File: src/rtl/mkd_pkg.sv
package mkd_pkg;

  localparam int MAX_SYMBOLS_DEF = 5;
  localparam int COUNT_WIDTH_DEF = 24;

  localparam int CNT_W     = 3;
  localparam int PAT_MAX_W = 6;
  localparam int DOT_W     = 16;
  localparam int DOT3_W    = 18;
  localparam int DOT7_W    = 19;
  localparam int FIFO_DEPTH = 4;

  localparam logic [DOT_W-1:0] DOT_TICKS_RESET     = 16'd24;
  localparam logic             PRESSED_LEVEL_RESET = 1'b1;

  localparam logic REG_DOT_TICKS     = 1'b0;
  localparam logic REG_PRESSED_LEVEL = 1'b1;

  localparam logic [7:0] ASCII_SPACE = 8'h20;

  typedef enum logic [1:0] {
    KIND_CHAR    = 2'd0,
    KIND_SPACE   = 2'd1,
    KIND_UNKNOWN = 2'd2
  } kind_e;

  typedef struct packed {
    logic [6:0] char_code;
    kind_e      kind;
    logic       last;
  } res_t;

  // Bit i of the pattern is symbol i, a one is a dash.
  function automatic res_t mkd_decode(logic [PAT_MAX_W-1:0] bits, logic [CNT_W-1:0] cnt);
    logic [7:0] ch;
    logic       hit;
    res_t       res;
    ch  = 8'h00;
    hit = 1'b1;
    unique case ({cnt, bits[4:0]})
      8'b010_00010: ch = "A";
      8'b100_00001: ch = "B";
      8'b100_00101: ch = "C";
      8'b011_00001: ch = "D";
      8'b001_00000: ch = "E";
      8'b100_00100: ch = "F";
      8'b011_00011: ch = "G";
      8'b100_00000: ch = "H";
      8'b010_00000: ch = "I";
      8'b100_01110: ch = "J";
      8'b011_00101: ch = "K";
      8'b100_00010: ch = "L";
      8'b010_00011: ch = "M";
      8'b010_00001: ch = "N";
      8'b011_00111: ch = "O";
      8'b100_00110: ch = "P";
      8'b100_01011: ch = "Q";
      8'b011_00010: ch = "R";
      8'b011_00000: ch = "S";
      8'b001_00001: ch = "T";
      8'b011_00100: ch = "U";
      8'b100_01000: ch = "V";
      8'b011_00110: ch = "W";
      8'b100_01001: ch = "X";
      8'b100_01101: ch = "Y";
      8'b100_00011: ch = "Z";
      8'b101_11111: ch = "0";
      8'b101_11110: ch = "1";
      8'b101_11100: ch = "2";
      8'b101_11000: ch = "3";
      8'b101_10000: ch = "4";
      8'b101_00000: ch = "5";
      8'b101_00001: ch = "6";
      8'b101_00011: ch = "7";
      8'b101_00111: ch = "8";
      8'b101_01111: ch = "9";
      default:      hit = 1'b0;
    endcase
    if (bits[PAT_MAX_W-1]) begin
      hit = 1'b0;
    end
    res.char_code = hit ? ch[6:0] : 7'd0;
    res.kind      = hit ? KIND_CHAR : KIND_UNKNOWN;
    res.last      = 1'b0;
    return res;
  endfunction

endpackage

File: src/rtl/mkd_if.sv
interface mkd_key_if;
  logic valid;
  logic ready;
  logic key_level;

  modport source (output valid, output key_level, input ready);
  modport sink (input valid, input key_level, output ready);
endinterface

interface mkd_char_if;
  logic       valid;
  logic       ready;
  logic [6:0] char_code;
  logic [1:0] kind;
  logic       last;

  modport source (output valid, output char_code, output kind, output last, input ready);
  modport sink (input valid, input char_code, input kind, input last, output ready);
endinterface

File: src/rtl/morse_key_decoder.sv
// Morse key decoder.
// The key_i channel carries one sampled key level per word, one word per tick.
// The char_o channel returns decoded characters, word spaces and unknown-pattern
// flags; a tick causes zero, one or two result words, and last marks the final
// one of a tick. Every accepted key word is handled in its accept cycle against
// the held state (tick counter, pattern buffer, previous level), and its results
// are written into a four-word output queue and offered from there in order.
// key_i accepts one word every cycle while the queue has at least two free
// slots; when the receiver stalls, the queue fills and key_i.ready falls until
// char_o drains. Throughput is one key word per cycle while key_i.ready is high
// and at most one result word leaves per cycle. The APB port holds dot_ticks at
// 0x0 and pressed_level at 0x4; it should be written only while the block is
// idle. Reset empties the queue, clears the counter and pattern buffer, sets the
// previous level to released and loads dot_ticks = 24 and pressed_level = 1.
module morse_key_decoder
  import mkd_pkg::*;
#(
  parameter int MAX_SYMBOLS = MAX_SYMBOLS_DEF,
  parameter int COUNT_WIDTH = COUNT_WIDTH_DEF
) (
  input  logic              clk_i,
  input  logic              rst_ni,
  mkd_key_if.sink           key_i,
  mkd_char_if.source        char_o,
  input  logic              psel,
  input  logic              penable,
  input  logic              pwrite,
  input  logic [2:0]        paddr,
  input  logic [31:0]       pwdata,
  output logic [31:0]       prdata,
  output logic              pready
);

  localparam int CMP_W   = (COUNT_WIDTH > DOT7_W) ? COUNT_WIDTH : DOT7_W;
  localparam int FIFO_AW = $clog2(FIFO_DEPTH);
  localparam int FIFO_CW = FIFO_AW + 1;

  logic [DOT_W-1:0]       dot_q;
  logic [DOT3_W-1:0]      dot3_q;
  logic [DOT7_W-1:0]      dot7_q;
  logic                   pressed_q;
  logic                   cfg_wr;

  logic                   prev_q, prev_d;
  logic [COUNT_WIDTH-1:0] elapsed_q, elapsed_d, elapsed_inc;
  logic [MAX_SYMBOLS-1:0] bits_q, bits_d, bits_mid;
  logic [CNT_W-1:0]       count_q, count_d, count_mid;

  logic [CMP_W-1:0]       dur;
  logic                   full, edge_seen, release_seen, press_seen;
  logic                   ge1, ge3, ge7;
  logic                   va, vb, vc;
  res_t                   ra, rb, rc, out0, out1;
  logic [1:0]             n_res;
  logic                   accept;

  res_t                   fifo_mem [FIFO_DEPTH];
  logic [FIFO_AW-1:0]     wr_q, rd_q;
  logic [FIFO_CW-1:0]     fcnt_q;
  logic                   pop;

  // Configuration port.
  assign pready = 1'b1;
  assign cfg_wr = psel & penable & pwrite;

  always_ff @(posedge clk_i or negedge rst_ni) begin
    if (!rst_ni) begin
      dot_q     <= DOT_TICKS_RESET;
      dot3_q    <= DOT3_W'(DOT_TICKS_RESET) * DOT3_W'(3);
      dot7_q    <= DOT7_W'(DOT_TICKS_RESET) * DOT7_W'(7);
      pressed_q <= PRESSED_LEVEL_RESET;
    end else if (cfg_wr) begin
      unique case (paddr[2])
        REG_DOT_TICKS: begin
          dot_q  <= pwdata[DOT_W-1:0];
          dot3_q <= {1'b0, pwdata[DOT_W-1:0], 1'b0} + DOT3_W'(pwdata[DOT_W-1:0]);
          dot7_q <= {pwdata[DOT_W-1:0], 3'b000} - DOT7_W'(pwdata[DOT_W-1:0]);
        end
        REG_PRESSED_LEVEL: begin
          pressed_q <= pwdata[0];
        end
      endcase
    end
  end

  always_comb begin
    unique case (paddr[2])
      REG_DOT_TICKS:     prdata = {16'd0, dot_q};
      REG_PRESSED_LEVEL: prdata = {31'd0, pressed_q};
    endcase
  end

  // Per-tick decode.
  assign accept = key_i.valid & key_i.ready;

  always_comb begin
    elapsed_inc  = (&elapsed_q) ? elapsed_q : elapsed_q + 1'b1;
    dur          = CMP_W'(elapsed_inc);
    ge1          = dur >= CMP_W'(dot_q);
    ge3          = dur >= CMP_W'(dot3_q);
    ge7          = dur >= CMP_W'(dot7_q);

    full         = count_q >= CNT_W'(MAX_SYMBOLS);
    va           = full;
    ra           = mkd_decode(PAT_MAX_W'(bits_q), count_q);
    bits_mid     = full ? '0 : bits_q;
    count_mid    = full ? '0 : count_q;

    edge_seen    = key_i.key_level != prev_q;
    release_seen = edge_seen && (key_i.key_level != pressed_q);
    press_seen   = edge_seen && (key_i.key_level == pressed_q);

    bits_d       = bits_mid;
    count_d      = count_mid;
    rb           = mkd_decode(PAT_MAX_W'(bits_mid), count_mid);
    vb           = 1'b0;
    vc           = 1'b0;
    rc.char_code = ASCII_SPACE[6:0];
    rc.kind      = KIND_SPACE;
    rc.last      = 1'b1;

    if (release_seen && (count_mid < CNT_W'(MAX_SYMBOLS)) && ge1) begin
      for (int i = 0; i < MAX_SYMBOLS; i++) begin
        if (ge3 && (count_mid == CNT_W'(i))) begin
          bits_d[i] = 1'b1;
        end
      end
      count_d = count_mid + 1'b1;
    end

    if (press_seen && ge3) begin
      vb      = count_mid != '0;
      vc      = ge7;
      bits_d  = '0;
      count_d = '0;
    end

    n_res     = 2'(va) + 2'(vb) + 2'(vc);
    out0      = va ? ra : (vb ? rb : rc);
    out0.last = n_res == 2'd1;
    out1      = rc;

    prev_d    = key_i.key_level;
    elapsed_d = edge_seen ? '0 : elapsed_inc;
  end

  always_ff @(posedge clk_i or negedge rst_ni) begin
    if (!rst_ni) begin
      prev_q    <= ~PRESSED_LEVEL_RESET;
      elapsed_q <= '0;
      bits_q    <= '0;
      count_q   <= '0;
    end else if (accept) begin
      prev_q    <= prev_d;
      elapsed_q <= elapsed_d;
      bits_q    <= bits_d;
      count_q   <= count_d;
    end
  end

  // Output queue.
  assign key_i.ready      = fcnt_q <= FIFO_CW'(FIFO_DEPTH - 2);
  assign char_o.valid     = fcnt_q != '0;
  assign char_o.char_code = fifo_mem[rd_q].char_code;
  assign char_o.kind      = fifo_mem[rd_q].kind;
  assign char_o.last      = fifo_mem[rd_q].last;
  assign pop              = char_o.valid & char_o.ready;

  always_ff @(posedge clk_i) begin
    if (accept && (n_res != 2'd0)) begin
      fifo_mem[wr_q] <= out0;
    end
    if (accept && (n_res == 2'd2)) begin
      fifo_mem[wr_q + 1'b1] <= out1;
    end
  end

  always_ff @(posedge clk_i or negedge rst_ni) begin
    if (!rst_ni) begin
      wr_q   <= '0;
      rd_q   <= '0;
      fcnt_q <= '0;
    end else begin
      if (accept) begin
        wr_q <= wr_q + FIFO_AW'(n_res);
      end
      if (pop) begin
        rd_q <= rd_q + 1'b1;
      end
      fcnt_q <= fcnt_q + (accept ? FIFO_CW'(n_res) : '0) - FIFO_CW'(pop);
    end
  end

endmodule

File: src/flat_wrapper.sv
// flat-port wrapper written by rule: the top's interface ports become plain ports
module morse_key_decoder_flat import mkd_pkg::*;
#(
  parameter int MAX_SYMBOLS = MAX_SYMBOLS_DEF,
  parameter int COUNT_WIDTH = COUNT_WIDTH_DEF
)
  (clk_i, rst_ni, psel, penable, pwrite, paddr, pwdata, prdata, pready, key_i_valid, key_i_key_level, key_i_ready, char_o_valid, char_o_char_code, char_o_kind, char_o_last, char_o_ready);
  mkd_key_if key_i_i ();
  mkd_char_if char_o_i ();
  input  logic clk_i;
  input  logic rst_ni;
  input  logic psel;
  input  logic penable;
  input  logic pwrite;
  input  logic [2:0] paddr;
  input  logic [31:0] pwdata;
  output logic [31:0] prdata;
  output logic pready;
  input wire logic [$bits(key_i_i.valid)-1:0] key_i_valid;
  input wire logic [$bits(key_i_i.key_level)-1:0] key_i_key_level;
  output wire logic [$bits(key_i_i.ready)-1:0] key_i_ready;
  output wire logic [$bits(char_o_i.valid)-1:0] char_o_valid;
  output wire logic [$bits(char_o_i.char_code)-1:0] char_o_char_code;
  output wire logic [$bits(char_o_i.kind)-1:0] char_o_kind;
  output wire logic [$bits(char_o_i.last)-1:0] char_o_last;
  input wire logic [$bits(char_o_i.ready)-1:0] char_o_ready;
  assign key_i_i.valid = key_i_valid;
  assign key_i_i.key_level = key_i_key_level;
  assign key_i_ready = key_i_i.ready;
  assign char_o_valid = char_o_i.valid;
  assign char_o_char_code = char_o_i.char_code;
  assign char_o_kind = char_o_i.kind;
  assign char_o_last = char_o_i.last;
  assign char_o_i.ready = char_o_ready;
  morse_key_decoder #(.MAX_SYMBOLS(MAX_SYMBOLS), .COUNT_WIDTH(COUNT_WIDTH)) u_core (.clk_i(clk_i), .rst_ni(rst_ni), .key_i(key_i_i), .char_o(char_o_i), .psel(psel), .penable(penable), .pwrite(pwrite), .paddr(paddr), .pwdata(pwdata), .prdata(prdata), .pready(pready));
endmodule
File: config.mk
export PLATFORM = sky130hd
export DESIGN_NAME = morse_key_decoder_flat
export DESIGN_NICKNAME = d
export VERILOG_FILES = /design/src/rtl/mkd_pkg.sv /design/src/rtl/mkd_if.sv /design/src/rtl/morse_key_decoder.sv /design/src/flat_wrapper.sv
export SDC_FILE = /design/constraint.sdc
export NUM_CORES = 1
export LEC_CHECK = 0
export BUFFER_PORTS_ARGS = -buffer_cell sky130_fd_sc_hd__buf_2
export CORE_MARGIN = 1.5
export CORE_UTILIZATION = 57
export CTS_CLUSTER_DIAMETER = 80
export DETAILED_ROUTE_END_ITERATION = 6
export GPL_ROUTABILITY_DRIVEN = 0
export MAX_ROUTING_LAYER = met4
export PLACE_DENSITY = 0.87
export SYNTH_ARGS = -nofsm -noshare
export SYNTH_HDL_FRONTEND = slang
export SYNTH_SLANG_ARGS = --single-unit
export TNS_END_PERCENT = 100
File: constraint.sdc
create_clock -name clk_i -period 13.48 [get_ports clk_i]
set_input_delay 2.696 -clock clk_i [delete_from_list [all_inputs] [get_ports clk_i]]
set_output_delay 2.696 -clock clk_i [all_outputs]
set_load 0.02 [all_outputs]
# After elaboration in Yosys (flattened, before gate mapping)
# Memories as Yosys holds them, arrays and structs flattened.
# Cells that the tools add are included.
[op_classes] bitwise_logic=5 add_sub_neg=11 mux=31 eq_ne=81 reduce_logical=21 magnitude_cmp=6
[op_table] cell="$pmux 7 s36" count=2
[op_table] cell="$eq 8x8->1 const B" count=44
[op_table] cell="$eq 8x7->1 const B" count=24
[op_table] cell="$reduce_or 36->1" count=2
[op_table] cell="$pmux 32 s2" count=1
[op_table] cell="$mux 24" count=2
[op_table] cell="$eq 8x6->1 const B" count=4
[op_table] cell="$add 24x1->24 const B" count=1
[op_table] cell="$ge 24x16->1" count=1
[op_table] cell="$ge 24x18->1" count=1
[op_table] cell="$ge 24x19->1" count=1
[op_table] cell="$reduce_and 24->1" count=1
[op_table] cell="$mux 10" count=2
[op_table] cell="$sub 19x16->19" count=1
[op_table] cell="$add 17x16->18" count=1
[op_table] cell="$mux 5" count=3
[op_table] cell="$mux 7" count=2
[op_table] cell="$mux 1" count=13
[op_table] cell="$logic_and 1x1->1" count=12
[op_table] cell="$mux 3" count=3
[op_table] cell="$eq 3x2->1 const B" count=2
[op_table] cell="$mux 2" count=3
[op_table] cell="$reduce_bool 3->1" count=2
[op_table] cell="$add 2x1->2 const B" count=2
[op_table] cell="other kinds (20)" count=25
[word_totals] ramBits=40 n_memories=1 inputBits=43 reg_bits=94 wordCells=167
[memory_table] memory="u_core.fifo_mem" words=4 word_bits=10 rd=1 rd_clocked_by_memory_dff=0 write_ports=2 line_no="morse_key_decoder.sv:57" text="res_t fifo_mem [FIFO_DEPTH];"

# Logic depth before layout (Yosys ltp)
# Gate-level depths: netlist of run 1.
[depth] ltp_word=11 depth_mapped=24 ltp_nobuf=22

# Least setup slack after synthesis of run 1
# OpenSTA, ideal clock, no wires.
[synth_timing] kind="input to output" start="input port paddr[2]" end="output port prdata[10]" path_stages=3 t_arrival_ns=3.386 slack_ns=7.398 cell_sequence="clkbuf_1 > clkbuf_1 > nor2_1"
[synth_between] elab_chain_len=2
[synth_lines] element="from (decl)" line_no="flat_wrapper.sv:15" text="input logic [2:0] paddr;"
[synth_lines] element="$not 1->1 (no source line)"
[synth_lines] element="$pmux 32 s2 (*)" line_no="morse_key_decoder.sv:87" text="unique case (paddr[2])"
[synth_lines] element="to (decl)" line_no="flat_wrapper.sv:17" text="output logic [31:0] prdata;"
# Mark *: on every way between the ends. The rest lies on a longest branch, timed or not. The select of a mux whose other input is x is not followed.

==> flow_results.org, run 1 <==
** Clocking
- Clock tree from TritonCTS :: yes
- Buffers inserted during clock tree synthesis total 17.
- Worst-case clock buffer depth :: 2
- Clock network latency to the later pin of the worst-skew pair :: about 430 ps
- Buffers added to address setup during post-CTS repair amount to 0.
- Hold repair after CTS inserted 0 buffers.
- After clock tree synthesis, the clock-pin slew on the worst setup and hold paths is roughly 60 ps.
- Post-CTS resize count :: 0
- Buffer cell driving the clock tree root :: sky130_fd_sc_hd__clkbuf_16
- The H-tree generated during clock tree synthesis spans 4 levels.
- The clock drives about 130 sinks.

** GRT
- The number of global-route vias before repair is 8660.
- Global routing used 29.5% of the available tracks across all layers.
- After global routing the overflow that remains totals 0.
- The first global-routing pass estimated around 42 mm of wire.
- The number of antenna violations at the first check in global routing was 0.
- Largest net degree at the start of global routing :: slightly below 100

** Detailed routing
- Dividing the detail-routed wire length by the instance count gives between 15 and 20 um.
- The routed layout has 8959 vias.
- Starting DRT DRC Count :: between 600 and 700
- Drt first pass iters :: 7
- The count of nets left with antenna violations once routing finished came out at 0.
- After detailed routing, the number of vias per cell comes to between 6 and 7.
- # DRC :: 0
- The routed design has 24.6 mm of wire.

** Critical path
- By startpoint and endpoint, the worst setup path is classified as register to register.
- The number of cells on the worst reg-to-reg path is 19.
- Crit. End Element :: register
- CP Data Required Time :: approximately 14000 ps
- R2r setup slk :: about 6500 ps
- In this run the critical register-to-register path is captured at u_core.fifo_mem[1][4].
- Worst endpoint data arrival time :: between 7000 and 8000 ps
- Startpoint kind of the worst setup timing path :: register
- In this run the critical register-to-register path is launched from u_core.elapsed_q[7].
- Crit path max fanout :: 14

** STA
- Tcrit/Tclk final :: approximately half
- After routing, the total negative slack on setup checks comes to 0 ps.
- Final hold violation count :: 0
- Once routing completed, OpenROAD measured the worst setup slack at approximately 6500 ps.
- Headroom to the max-slew limit :: 24.1%
- Based on the critical path, the design can be clocked at up to around 140 MHz.
- Count of final setup violators :: 0
- The clock arrives with around 10 ps of skew.
- The routed design could run at a clock period as short as 6970 ps.
- Transition time of the tightest slew-check pin :: between 1000 and 1500 ps
- Setup repair after global routing left no endpoint under its margin.
- Slew Limit Fails :: 0

** Power and ir drop
- Power comes to about 1.3 mW.
- For this design the static power due to leakage is just under 5 nW.
- VDD sags by at most 0.0972 mV.
- Dividing total power by cell area gives a power density of 122 nW/um^2.

** Die
- The die covers between 15000 and 20000 sq um.
- The initial utilization of the core area, before any placement, comes to between 50% and 60%.
- The floorplan has 47 rows.
- Vertical die dimension :: ~130 um
- Ports placed on the boundary :: 88
- Area of the core region :: around 17000 sq um
- DIE WIDTH :: about 130 um

** Placed design
- The wire-length estimate of the detail-placed layout is roughly 18 mm.
- In this run the tool buffered the top-level ports with 52 buffer cells.
- Before CTS, the worst setup slack after placement is around 7000 ps.
- Once placement finished, the instance area stood at between 10000 and 15000 sq um.

** Hold path
- Worst hold path cell count :: 2
- Startpoint of the worst hold path :: u_core.fifo_mem[2][9]
- Path type of the worst min-delay path :: register to register
- Hold path endpoint :: u_core.fifo_mem[2][9]

** Yosys
- Fraction of registers with async set or reset after synthesis :: a little over two thirds
- Ranking of synthesized cells by instance count :: sky130_fd_sc_hd__nand2_1, sky130_fd_sc_hd__o21ai_0, sky130_fd_sc_hd__ha_1, sky130_fd_sc_hd__inv_1, sky130_fd_sc_hd__dfrtp_1
- Library cell occupying the most area in the post-synthesis netlist :: sky130_fd_sc_hd__dfrtp_1
- Cell area after technology mapping :: a little under 10000 sq um
- Counting every instance in the synthesized netlist gives 1164.
- Flop and latch count out of synthesis :: 131
- The top cell type by area accounts for a little over a fifth of the synthesized area.
- Yosys mapped the design onto 80 distinct sky130hd cell types.
- In this run, synthesis inferred 0 flip-flops with an integrated enable.
- Cell with the most instances after synthesis :: sky130_fd_sc_hd__nand2_1
- Summing the sequential cell areas from Yosys gives a little under a third of the chip area.
- For this run, the number of Yosys warnings is 0.
- Biggest area contributors in the synthesized netlist :: sky130_fd_sc_hd__dfrtp_1, sky130_fd_sc_hd__ha_1, sky130_fd_sc_hd__dfxtp_1
- Mean post-synth cell area :: roughly 8.4 sq um
- Main flop type after synthesis :: sky130_fd_sc_hd__dfrtp_1

** Layout
- In the final design database the tool counted about 1300 nets.
- The repair_antennas step left the layout with diodes totalling 0.
- After routing the design area is 10700 sq um.
- Proportion of layout cells with a drive suffix above 1 :: 11.5%
- Layout-stage area growth over the synthesis result :: 9.07%

** Run status
- Outcome :: completed

** Run
- The tool flagged a number of max-cap violations equal to 0.
kinds of logic after synthesis:
| logic type | after synthesis | synth area share (%) |
|---|---|---|
| buffers and inverters | 160 | 6.88 |
| DFF | 131 | 31.6 |
| AOI/OAI and AO/OA | 339 | 22.6 |
| adders and majority gates | 96 | 12.5 |
| other | 2 | 0.0768 |
| xor gates and xnor gates | 49 | 4.47 |
| and+or+nand+nor | 368 | 18.7 |
| muxes | 19 | 3.26 |
metrics by stage:
step                utilization [%]  std cells  hold slack, ps
finish                         63.9       1421             463
global route                   63.9       1421             490
CTS                            63.9       1421             455
detailed placement             60.5       1389             447
global placement               60.5       1389             446
floorplan                         -       1179             433
how the worst max path moves through the flow:
stage / slack [ps] / from / end
after global placement: 7070 / u_core.elapsed_q[7] / u_core.fifo_mem[1][2]
after CTS: 6750 / u_core.elapsed_q[7] / u_core.fifo_mem[3][5]
after detailed placement: 6890 / u_core.elapsed_q[7] / u_core.fifo_mem[1][4]
final: 6510 / u_core.elapsed_q[7] / u_core.fifo_mem[1][4]
after global routing: 6100 / u_core.elapsed_q[7] / u_core.fifo_mem[1][2]
after floorplan: 7400 / paddr[2] / prdata[10]
flip-flops by register name, indices dropped and copies added (netlist names):
register,flops
u_core.fifo_mem,40
u_core.elapsed_q,24
u_core.dot7_q,18
u_core.dot3_q,17
u_core.dot_q,15
u_core.bits_q,5
u_core.count_q,3
u_core.fcnt_q,3
u_core.rd_q,2
u_core.wr_q,2
u_core.pressed_q,1
u_core.prev_q,1
layout make-up:
type	count	area, sq um
Fill cell	1381	6030
Clock buffer	20	479
Clock inverter	12	88.8
Sequential cell	131	3090
Multi-Input combinational cell	888	6070
Tap cell	220	275
Timing Repair Buffer	60	323
Inverter	90	338
power breakdown:
group	switching, mW	leakage, nW	internal, mW
logic	0.211	3.17	0.143
registers	0.0496	1.48	0.444
clock network	0.190	0.289	0.260
total	0.451	4.94	0.847
routing by layer:
| metal | part of all wire, % | up-vias | GRT usage (%) | wire, um |
|---|---|---|---|---|
| li1 | - | 4218 | - | - |
| met1 | 41 | 4265 | 35.0 | 10000 |
| met2 | 50 | 397 | 49.0 | 12200 |
| met3 | 6.2 | 79 | 5.06 | 1520 |
| met4 | 3.4 | 0 | 13.5 | 824 |
| met5 | 0 | - | - | 0 |
worst max-delay path, stage by stage (launching register included):
cell and delay [ps]:
sky130_fd_sc_hd__dfrtp_1 490, sky130_fd_sc_hd__nand4_1 190, sky130_fd_sc_hd__nor4_1 700, sky130_fd_sc_hd__nand2_1 420
sky130_fd_sc_hd__nand3b_1 370, sky130_fd_sc_hd__nor2_1 160, sky130_fd_sc_hd__xor2_1 380, sky130_fd_sc_hd__ha_1 340
sky130_fd_sc_hd__and4_1 230, sky130_fd_sc_hd__nand3_1 120, sky130_fd_sc_hd__nor3_1 70, sky130_fd_sc_hd__a211oi_1 420
sky130_fd_sc_hd__o21a_1 340, sky130_fd_sc_hd__a21oi_1 200, sky130_fd_sc_hd__o41a_1 170, sky130_fd_sc_hd__fa_1 710
sky130_fd_sc_hd__o21ai_1 230, sky130_fd_sc_hd__nor2_1 920, sky130_fd_sc_hd__nor2_1 150, sky130_fd_sc_hd__a211oi_2 260
placed cells by master (no fill, tap or decap), types with 11 or more instances in the layout:
cell                          n
sky130_fd_sc_hd__and3_1      12
sky130_fd_sc_hd__a31oi_1     24
sky130_fd_sc_hd__nor3_1      30
sky130_fd_sc_hd__a211oi_1    16
sky130_fd_sc_hd__dfxtp_1     40
sky130_fd_sc_hd__a22o_1      21
sky130_fd_sc_hd__clkbuf_16   19
sky130_fd_sc_hd__o21ai_0    101
sky130_fd_sc_hd__nor2b_1     11
sky130_fd_sc_hd__nor2_1      64
sky130_fd_sc_hd__a21oi_1     64
sky130_fd_sc_hd__a21o_1      16
sky130_fd_sc_hd__buf_2       51
sky130_fd_sc_hd__nand2b_1    15
sky130_fd_sc_hd__xor2_1      23
sky130_fd_sc_hd__o31ai_1     15
sky130_fd_sc_hd__or2_2       11
sky130_fd_sc_hd__dfrtp_1     83
sky130_fd_sc_hd__nand4_1     12
sky130_fd_sc_hd__nand2_1    126
sky130_fd_sc_hd__inv_1       90
sky130_fd_sc_hd__nand3_1     31
sky130_fd_sc_hd__xnor2_1     25
sky130_fd_sc_hd__ha_1        93
sky130_fd_sc_hd__nor4_1      12
sky130_fd_sc_hd__conb_1      17
Note: power is estimated with default switching activity, not from simulation.
==> run 2: changes to the inputs <==
--- a/config.mk
+++ b/config.mk
@@ -5,6 +5,7 @@
 export SDC_FILE = /design/constraint.sdc
 export NUM_CORES = 1
 export LEC_CHECK = 0
+export ABC_AREA = 1
 export BUFFER_PORTS_ARGS = -buffer_cell sky130_fd_sc_hd__buf_2
 export CORE_MARGIN = 1.5
 export CORE_UTILIZATION = 57
==> constraint.sdc (replaced) <==
create_clock -name clk_i -period 6.9 [get_ports clk_i]
set_input_delay 1.38 -clock clk_i [delete_from_list [all_inputs] [get_ports clk_i]]
set_output_delay 1.38 -clock clk_i [all_outputs]
set_load 0.02 [all_outputs]
==> flow_results.org, run 2 <==
** Run status
- The run finished with clean final reports.

** Power and ir drop
- The total power per unit cell area was 373 nW/um^2 (+210%).
- Static Leakage :: 5.63 nW (+14%)
- The final total power came to 4.10 mW (+220%).
- The maximum vdd ir drop is 0.264 mV (+170%).

** Critical path
- The data arrival time of the critical path is 6270 ps (-1040 ps).
- Start-to-end type of the worst setup path :: register to register
- Depth of the most critical reg-to-reg path :: 30 (+11)
- CP Data Required Time :: 7270 ps (-6550 ps)
- Crit. End Element :: register
- Crit path max fanout :: 16 (+2)
- Cell with the largest stage delay on the worst path :: sky130_fd_sc_hd__fa_1
- The most numerous cell type found on the critical path is sky130_fd_sc_hd__nand2_1.
- The largest incremental delay on the critical path came to 640 ps (-280 ps).
- The worst setup path is launched from a register.

** Yosys
- The number of enable-type register cells in the synthesized netlist came to 0 (unchanged).
- The count of state elements after synthesis was 131 (unchanged).
- The synthesized-area fraction occupied by xor and xnor cells came to 3.16% (-1.3 points).
- Mean post-synth cell area :: 7.01 sq um (-17%)
- In the synthesized netlist the dominant register cell turns out to be sky130_fd_sc_hd__dfrtp_1.
- Top cell type's share of synthesized area :: 20.8% (-0.45 points)
- The simple-gate area share of the yosys netlist is 27.2% (+8.5 points).
- The complex-gate fraction of the synthesized area was 15.5% (-7.0 points).
- Yosys attributes the largest share of cell area to sky130_fd_sc_hd__dfrtp_1, sky130_fd_sc_hd__nand2_1, sky130_fd_sc_hd__ha_1.
- Cell with the most instances after synthesis :: sky130_fd_sc_hd__nand2_1
- Adder-cell share of the synthesized area :: 12.2% (-0.26 points)
- Combinational family with the most area after synthesis :: simple AND/OR/NAND/NOR gates
- The biggest area contributor in the post-synthesis netlist is sky130_fd_sc_hd__dfrtp_1.
- Unique cell type count in the Yosys netlist :: 56 (-30%)
- Counting instances in the post-synthesis netlist gives the leading cell types as sky130_fd_sc_hd__nand2_1, sky130_fd_sc_hd__inv_1, sky130_fd_sc_hd__nor2_1, sky130_fd_sc_hd__o21ai_0, sky130_fd_sc_hd__ha_1.
- Proportion of synthesized chip area in sequential cells :: 30.9% (-0.66 points)
- The cell count after synthesis was 1426 (+23%).
- The share of synthesized area spent on multiplexers was 0% (-3.3 points).
- The number of warnings issued by yosys is 0 (unchanged).
- The fraction of registers with async set/reset is 69.5% (unchanged).
- Cell area after technology mapping :: 9990 sq um (+2.1%)

** Detailed routing
- Number of nets with antenna violations after routing :: 0 (unchanged)
- The first-pass iteration count of the detailed router was 6 (-1).
- Via density :: 5.60 (-11%)
- Vias :: 9563 (+6.7%)
- The DRC marker count from the first detailed-route iteration was 657 (-5.3%).
- The DRC violation count after routing came to 0 (unchanged).
- The detailed-route wire length came to 24.9 mm (+1.5%).
- Post-detailed-route wirelength per cell :: 14.6 um (-16%)

** Layout
- Register bank with the most flops :: u_core.fifo_mem
- The library cells used most frequently in the layout, excluding fill and tap cells, are sky130_fd_sc_hd__nand2_1, sky130_fd_sc_hd__inv_1, sky130_fd_sc_hd__nor2_1.
- Leaving out fill and tap cells, the most frequent cell in the layout is sky130_fd_sc_hd__nand2_1.
- Top Registers :: u_core.fifo_mem x40, u_core.elapsed_q x24, u_core.dot7_q x18
- Compared with the post-synthesis result, the final layout area differs by 9.89%.
- The flip-flop count of the largest register after layout came to 40 (unchanged).
- The share of final-layout standard cells stronger than drive strength 1 came to 10.3% (-1.2 points).
- Nets :: 1610 (+21%)
- The antenna diode count is 0 (unchanged).

** Die
- Die outline area :: 18300 sq um (+2.1%)
- Row count :: 48 (+2.1%)
- The I/O pin total is 88 (unchanged).
- Vertical die dimension :: 135 um (+1.0%)
- Initial core utilization :: 58.0% (-0.60 points)
- The total core area was 17200 sq um (+3.2%).
- The chip width came to 135 um (+1.0%).

** STA
- Transition time of the tightest slew-check pin :: 805 ps (-329 ps)
- Final hold violation count :: 0 (unchanged)
- The setup TNS is 0 ps (unchanged).
- Maximum achievable frequency :: 169 MHz (+18%)
- Tcrit/Tclk final :: 85.5% (+34 points)
- Setup repair after global routing left no endpoint under its margin.
- The worst-case setup margin in the final layout is 998 ps (-5520 ps).
- Worst Clk Skew :: 12.4 ps (+2.20 ps)
- Headroom to the max-slew limit :: 46.3% (+22 points)
- Count of final setup violators :: 0 (unchanged)
- Slew Limit Fails :: 0 (unchanged)
- Crit path time final :: 5900 ps (-1060 ps)

** Clocking
- Post-CTS setup-driven buffer insertion count :: 0 (unchanged)
- The clock latency of the later-clocked register in the worst-skew pair was 430 ps (about the same).
- The H-tree depth reported by CTS came to 4 (unchanged).
- Number of buffers added by the clock tree synthesis step :: 17 (unchanged)
- The number of buffers inserted by hold repair at cts is 0 (unchanged).
- TritonCTS built the clock tree.
- Post-CTS resize count :: 0 (unchanged)
- The register clock-pin slew on the reported worst setup and hold paths is 70 ps (about the same).
- Buffer cell driving the clock tree root :: sky130_fd_sc_hd__clkbuf_16
- Worst-case clock buffer depth :: 2 (unchanged)
- The clock sink count was 131 (unchanged).

** Placed design
- HPWL after DPL :: 18.1 mm (+2.1%)
- The quantity of I/O buffers inserted on ports was 52 (unchanged).
- Pre-CTS setup slack :: 1300 ps (-5590 ps)

** Hold path
- In this run the worst hold path is classified as register to register.
- The hold-critical path depth came to 2 (unchanged).

** GRT
- Number of global-route vias before repair :: 8937 (+3.2%)
- The all-layer global routing usage was 28.9% (-0.60 points).
- The residual overflow from global routing was 0 (unchanged).
- The first-pass GRT wire length was 41.4 mm (-0.41%).
- Antenna violations before repair :: 0 (unchanged)
- Largest net degree at the start of global routing :: 63 (-36%)

** Run
- Max_cap viols :: 0 (unchanged)
==> run 2: cell types whose count changed after synthesis, moves of 15 or more <==
| cell | before | now |
|---|---|---|
| sky130_fd_sc_hd__a21o_1 | 16 | 0 |
| sky130_fd_sc_hd__nor2_1 | 64 | 146 |
| sky130_fd_sc_hd__a22o_1 | 21 | 0 |
| sky130_fd_sc_hd__nand2_1 | 126 | 314 |
| sky130_fd_sc_hd__clkbuf_1 | 45 | 22 |
| sky130_fd_sc_hd__nand3_1 | 31 | 81 |
| sky130_fd_sc_hd__inv_1 | 90 | 216 |
| sky130_fd_sc_hd__nand2b_1 | 15 | 0 |
| sky130_fd_sc_hd__a31oi_1 | 24 | 2 |
| sky130_fd_sc_hd__o21ai_0 | 101 | 118 |
==> run 2: metrics by stage <==
stage / instance area [sq um] / hold WS (ps) / std cells / utilization [%]
finish: 11000 / 483 / 1709 / 63.7
global route: 11000 / 505 / 1709 / 63.7
global placement: 10400 / 451 / 1677 / 60.3
floorplan: 10000 / 435 / 1441 / -
detailed placement: 10400 / 464 / 1677 / 60.3
CTS: 11000 / 480 / 1709 / 63.7
==> run 2: power by group <==
part           switching [mW]  leakage [nW]  total, mW  internal [mW]
Combinational            1.26          3.87       1.95          0.688
Clock                   0.407         0.282      0.891          0.484
Sequential              0.216          1.47       1.26           1.04
Total                    1.89          5.63       4.10           2.21
==> run 2: worst paths after layout <==
path,end,from,slack [ps]
setup / recovery,u_core.fifo_mem[0][2],u_core.elapsed_q[0],1000
hold / removal,u_core.fifo_mem[3][8],u_core.fifo_mem[3][8],480
setup reg to reg,u_core.fifo_mem[0][2],u_core.elapsed_q[0],1000
hold reg to reg,u_core.fifo_mem[3][8],u_core.fifo_mem[3][8],480
max in group asynchronous,u_core.dot3_q[14],rst_ni,4870
min in group asynchronous,u_core.fcnt_q[1],rst_ni,890
==> run 2: kinds of logic (layout without fill, tap and decap cells) <==
logic type,Yosys count,after routing
and+or+nand+nor,621,621
buffers and inverters,269,312
AOI/OAI and AO/OA,271,271
DFF,131,131
xor gates and xnor gates,36,36
other,2,17
adders and majority gates,96,96
==> run 2: per-layer routing <==
| metal | track usage (%) | up-vias | part of all wire [%] |
|---|---|---|---|
| met5 | - | - | 0 |
| met4 | 10.5 | 0 | 2.5 |
| met3 | 3.55 | 59 | 5.9 |
| met2 | 47.7 | 376 | 48 |
| met1 | 36.5 | 4442 | 44 |
| li1 | - | 4686 | - |
==> run 2: cell type report <==
cell class / instances / area [sq um]
Clock buffer: 17 / 425
Inverter: 221 / 837
Clock inverter: 15 / 153
Multi-Input combinational cell: 1041 / 5880
Tap cell: 225 / 282
Fill cell: 1427 / 6260
Sequential cell: 131 / 3090
Timing Repair Buffer: 59 / 315
==> run 2: critical path: cells and delay by family (launching register included) <==
family                   cells  cell delay (ps)
AO/OA/AOI/OAI                4              550
XOR/XNOR                     1              360
adder cells (fa/ha/maj)      3             1220
buffers and inverters        6              960
flip-flops                   1              420
AND/OR/NAND/NOR             16             2370
==> run 3: changes to the inputs <==
--- a/config.mk
+++ b/config.mk
@@ -8,7 +8,7 @@
 export ABC_AREA = 1
 export BUFFER_PORTS_ARGS = -buffer_cell sky130_fd_sc_hd__buf_2
 export CORE_MARGIN = 1.5
-export CORE_UTILIZATION = 57
+export CORE_UTILIZATION = 55
 export CTS_CLUSTER_DIAMETER = 80
 export DETAILED_ROUTE_END_ITERATION = 6
 export GPL_ROUTABILITY_DRIVEN = 0
==> constraint.sdc (replaced) <==
create_clock -name clk_i -period 5.35 [get_ports clk_i]
set_input_delay 1.07 -clock clk_i [delete_from_list [all_inputs] [get_ports clk_i]]
set_output_delay 1.07 -clock clk_i [all_outputs]
set_load 0.02 [all_outputs]
==> flow_results.org, run 3 (synthesis results as in run 2) <==
** GRT
- The first-pass GRT wire length was 42.9 mm (+3.6%).
- The largest net degree at the start of global routing was 60 (-4.8%).
- Number of global-route vias before repair :: 9264 (+3.7%)
- The all-layer global routing usage is 29.4% (+0.53 points).
- The residual overflow from global routing is 0 (unchanged).
- Antenna violations before repair :: 0 (unchanged)

** Critical path
- Cell with the largest stage delay on the worst path :: sky130_fd_sc_hd__fa_1
- Crit path max fanout :: 11 (-5)
- Start-to-end type of the worst setup path :: register to register
- The setup slack of the worst register-to-register path is 270 ps (-730 ps).
- The startpoint identified for the worst register-to-register timing path is u_core.elapsed_q[1].
- The worst setup path is launched from a register.
- The data arrival time of the critical path is 5420 ps (-850 ps).
- Crit. End Element :: register
- Critical R2R Capture :: u_core.fifo_mem[1][3]
- Largest incremental delay on the critical path :: 440 ps (-200 ps)
- Depth of the most critical reg-to-reg path :: 30 (unchanged)
- CP Data Required Time :: 5700 ps (-1570 ps)

** Clocking
- The tree is rooted in a sky130_fd_sc_hd__clkbuf_16.
- Number of hold buffers added after cts :: 0 (unchanged)
- Clock network latency to the later pin of the worst-skew pair :: 440 ps (about the same)
- The clock sink count came to 131 (unchanged).
- The register clock-pin slew on the reported worst setup and hold paths came to 70 ps (about the same).
- The H-tree depth reported by CTS is 4 (unchanged).
- Clock tree from TritonCTS :: yes
- The total clock buffers created by CTS came to 17 (unchanged).
- The maximum number of buffers from clock root to sink is 2 (unchanged).

** Die
- Initial core utilization :: 55.8% (-2.2 points)
- Ports placed on the boundary :: 88 (unchanged)
- The number of standard-cell rows in the floorplan was 49 (+2.1%).
- The floorplan die area was 19000 sq um (+3.6%).
- The total core area came to 17900 sq um (+3.9%).
- Vertical die dimension :: 138 um (+1.8%)
- The chip width was 138 um (+1.8%).

** Run
- Max_cap viols :: 0 (unchanged)

** Layout
- Combined flip-flop and latch cell area :: 3090 sq um (unchanged)
- Area of all placed cells without fillers :: 11200 sq um (+1.9%)
- Leaving out fill and tap cells, the most frequent cells in the layout are sky130_fd_sc_hd__nand2_1, sky130_fd_sc_hd__inv_1, sky130_fd_sc_hd__nor2_1.
- Fillers :: 1469 (+2.9%)
- Final standard cell utilization of the core :: 62.5% (-1.2 points)
- Layout-stage area growth over the synthesis result :: 12.0%
- The largest registers in the layout are u_core.fifo_mem x40, u_core.elapsed_q x24, u_core.dot7_q x18.
- Register bank with the most flops :: u_core.fifo_mem
- The antenna diode count is 0 (unchanged).
- Number of flip-flops under the largest register name :: 40 (unchanged)
- The library cell used most frequently in the layout, excluding fill and tap cells, is sky130_fd_sc_hd__nand2_1.
- The area occupied by multi-input gates is 5910 sq um (+0.60%).
- Proportion of layout cells with a drive suffix above 1 :: 12.0% (+1.7 points)
- Nets :: 1627 (+1.1%)

** STA
- The share of the clock period used by the worst path was 94.9% (+9.4 points).
- The achievable clock frequency is 197 MHz (+16%).
- The total count of max-transition violations in the final report came to 0 (unchanged).
- The total of endpoints with negative setup slack in the final report was 0 (unchanged).
- The worst-margin pin slew was 805 ps (-0.237 ps).
- The number of hold-slack violations in the final timing report was 0 (unchanged).
- Crit path time final :: 5080 ps (-822 ps)
- The post-route clock skew came to 12.0 ps (-0.377 ps).
- Headroom to the max-slew limit :: 46.2% (-0.11 points)

** Detailed routing
- The ratio of routed vias to standard cells came to 5.68 (+1.5%).
- The routed via count came to 9828 (+2.8%).
- The first-pass iteration count of the detailed router came to 5 (-1).
- Number of nets with antenna violations after routing :: 0 (unchanged)
- The DRC violation count after routing was 0 (unchanged).
- Starting DRT DRC Count :: 880 (+34%)
- The per-cell routed wire length was 15.4 um (+5.4%).
- Detailed Route WL :: 26.6 mm (+6.7%)

** Power and ir drop
- The maximum vdd ir drop is 0.405 mV (+54%).
- The total power per unit cell area is 486 nW/um^2 (+30%).
- The leakage component of the power was 5.72 nW (+1.6%).

** Hold path
- Worst hold path cell count :: 2 (unchanged)
- Path type of the worst min-delay path :: register to register
- The path with the worst hold slack has its endpoint at u_core.fifo_mem[0][1].
- In this run the most critical hold path is launched from u_core.fifo_mem[0][1].

** Run status
- Outcome :: completed

** Placed design
- The post-placement cell area was 10500 sq um (+0.84%).
- HPWL after DPL :: 18.8 mm (+3.8%)
- The quantity of I/O buffers inserted on ports is 52 (unchanged).
run 3: cell type report:
cell class	instances	area share (%)
tap	229	2.56
multi-input combinational	1041	52.9
clock buffer	19	4.25
clock inverter	13	1.20
timing repair buffer	75	3.93
timing repair inverter	1	0.0671
inverter	221	7.55
sequential	131	27.6
run 3: through the flow:
step	setup slack, ps	hold slack (ps)	power [mW]	instances	TNS (ps)
CTS	0.639	474	5.36	1728	0
floorplan	688	435	3.45	1441	0
global route	-82.0	504	5.83	1730	-828
global placement	317	448	3.98	1692	0
finish	271	479	5.44	1730	0
detailed placement	150	451	4.12	1692	0
run 3: per-layer routing:
| metal | global-route usage [%] | vias up | share of wire [%] |
|---|---|---|---|
| met2 | 48.2 | 474 | 47 |
| met3 | 4.71 | 75 | 7.6 |
| li1 | - | 4718 | - |
| met5 | - | - | 0 |
| met1 | 36.6 | 4561 | 42 |
| met4 | 11.3 | 0 | 2.9 |
run 3: worst max-delay path, delay by kind of cell, from the launching register on:
| family | cells | cell delay, ps |
|---|---|---|
| DFF | 1 | 430 |
| adders and majority gates | 3 | 1020 |
| AOI/OAI and AO/OA | 3 | 600 |
| buffers and inverters | 8 | 860 |
| and+or+nand+nor | 15 | 1870 |
| xor gates and xnor gates | 1 | 180 |
run 3: power by group:
group / internal [mW] / total (mW) / switching [mW] / leakage (nW)
logic: 0.917 / 2.60 / 1.69 / 3.94
clock network: 0.708 / 1.21 / 0.499 / 0.303
registers: 1.34 / 1.63 / 0.288 / 1.47
run 3: how the worst max path moves through the flow:
stage | start | to | slack, ps | depth (start not counted)
after global placement | u_core.elapsed_q[0] | u_core.fifo_mem[2][6] | 320 | 31
after detailed placement | u_core.elapsed_q[0] | u_core.fifo_mem[1][9] | 150 | 29
after global routing | u_core.elapsed_q[0] | u_core.fifo_mem[1][6] | -80 | 30
final | u_core.elapsed_q[1] | u_core.fifo_mem[1][3] | 270 | 30
after CTS | u_core.elapsed_q[0] | u_core.fifo_mem[2][4] | 0.6 | 29
after floorplan | u_core.elapsed_q[0] | u_core.fifo_mem[3][6] | 690 | 30
run 3: repair_timing:
item,4_1_cts,5_1_grt
setup buffers,4,1
resized for setup,2,12
gates cloned,0,1
pin swaps,0,0
setup endpoints to repair,9,41
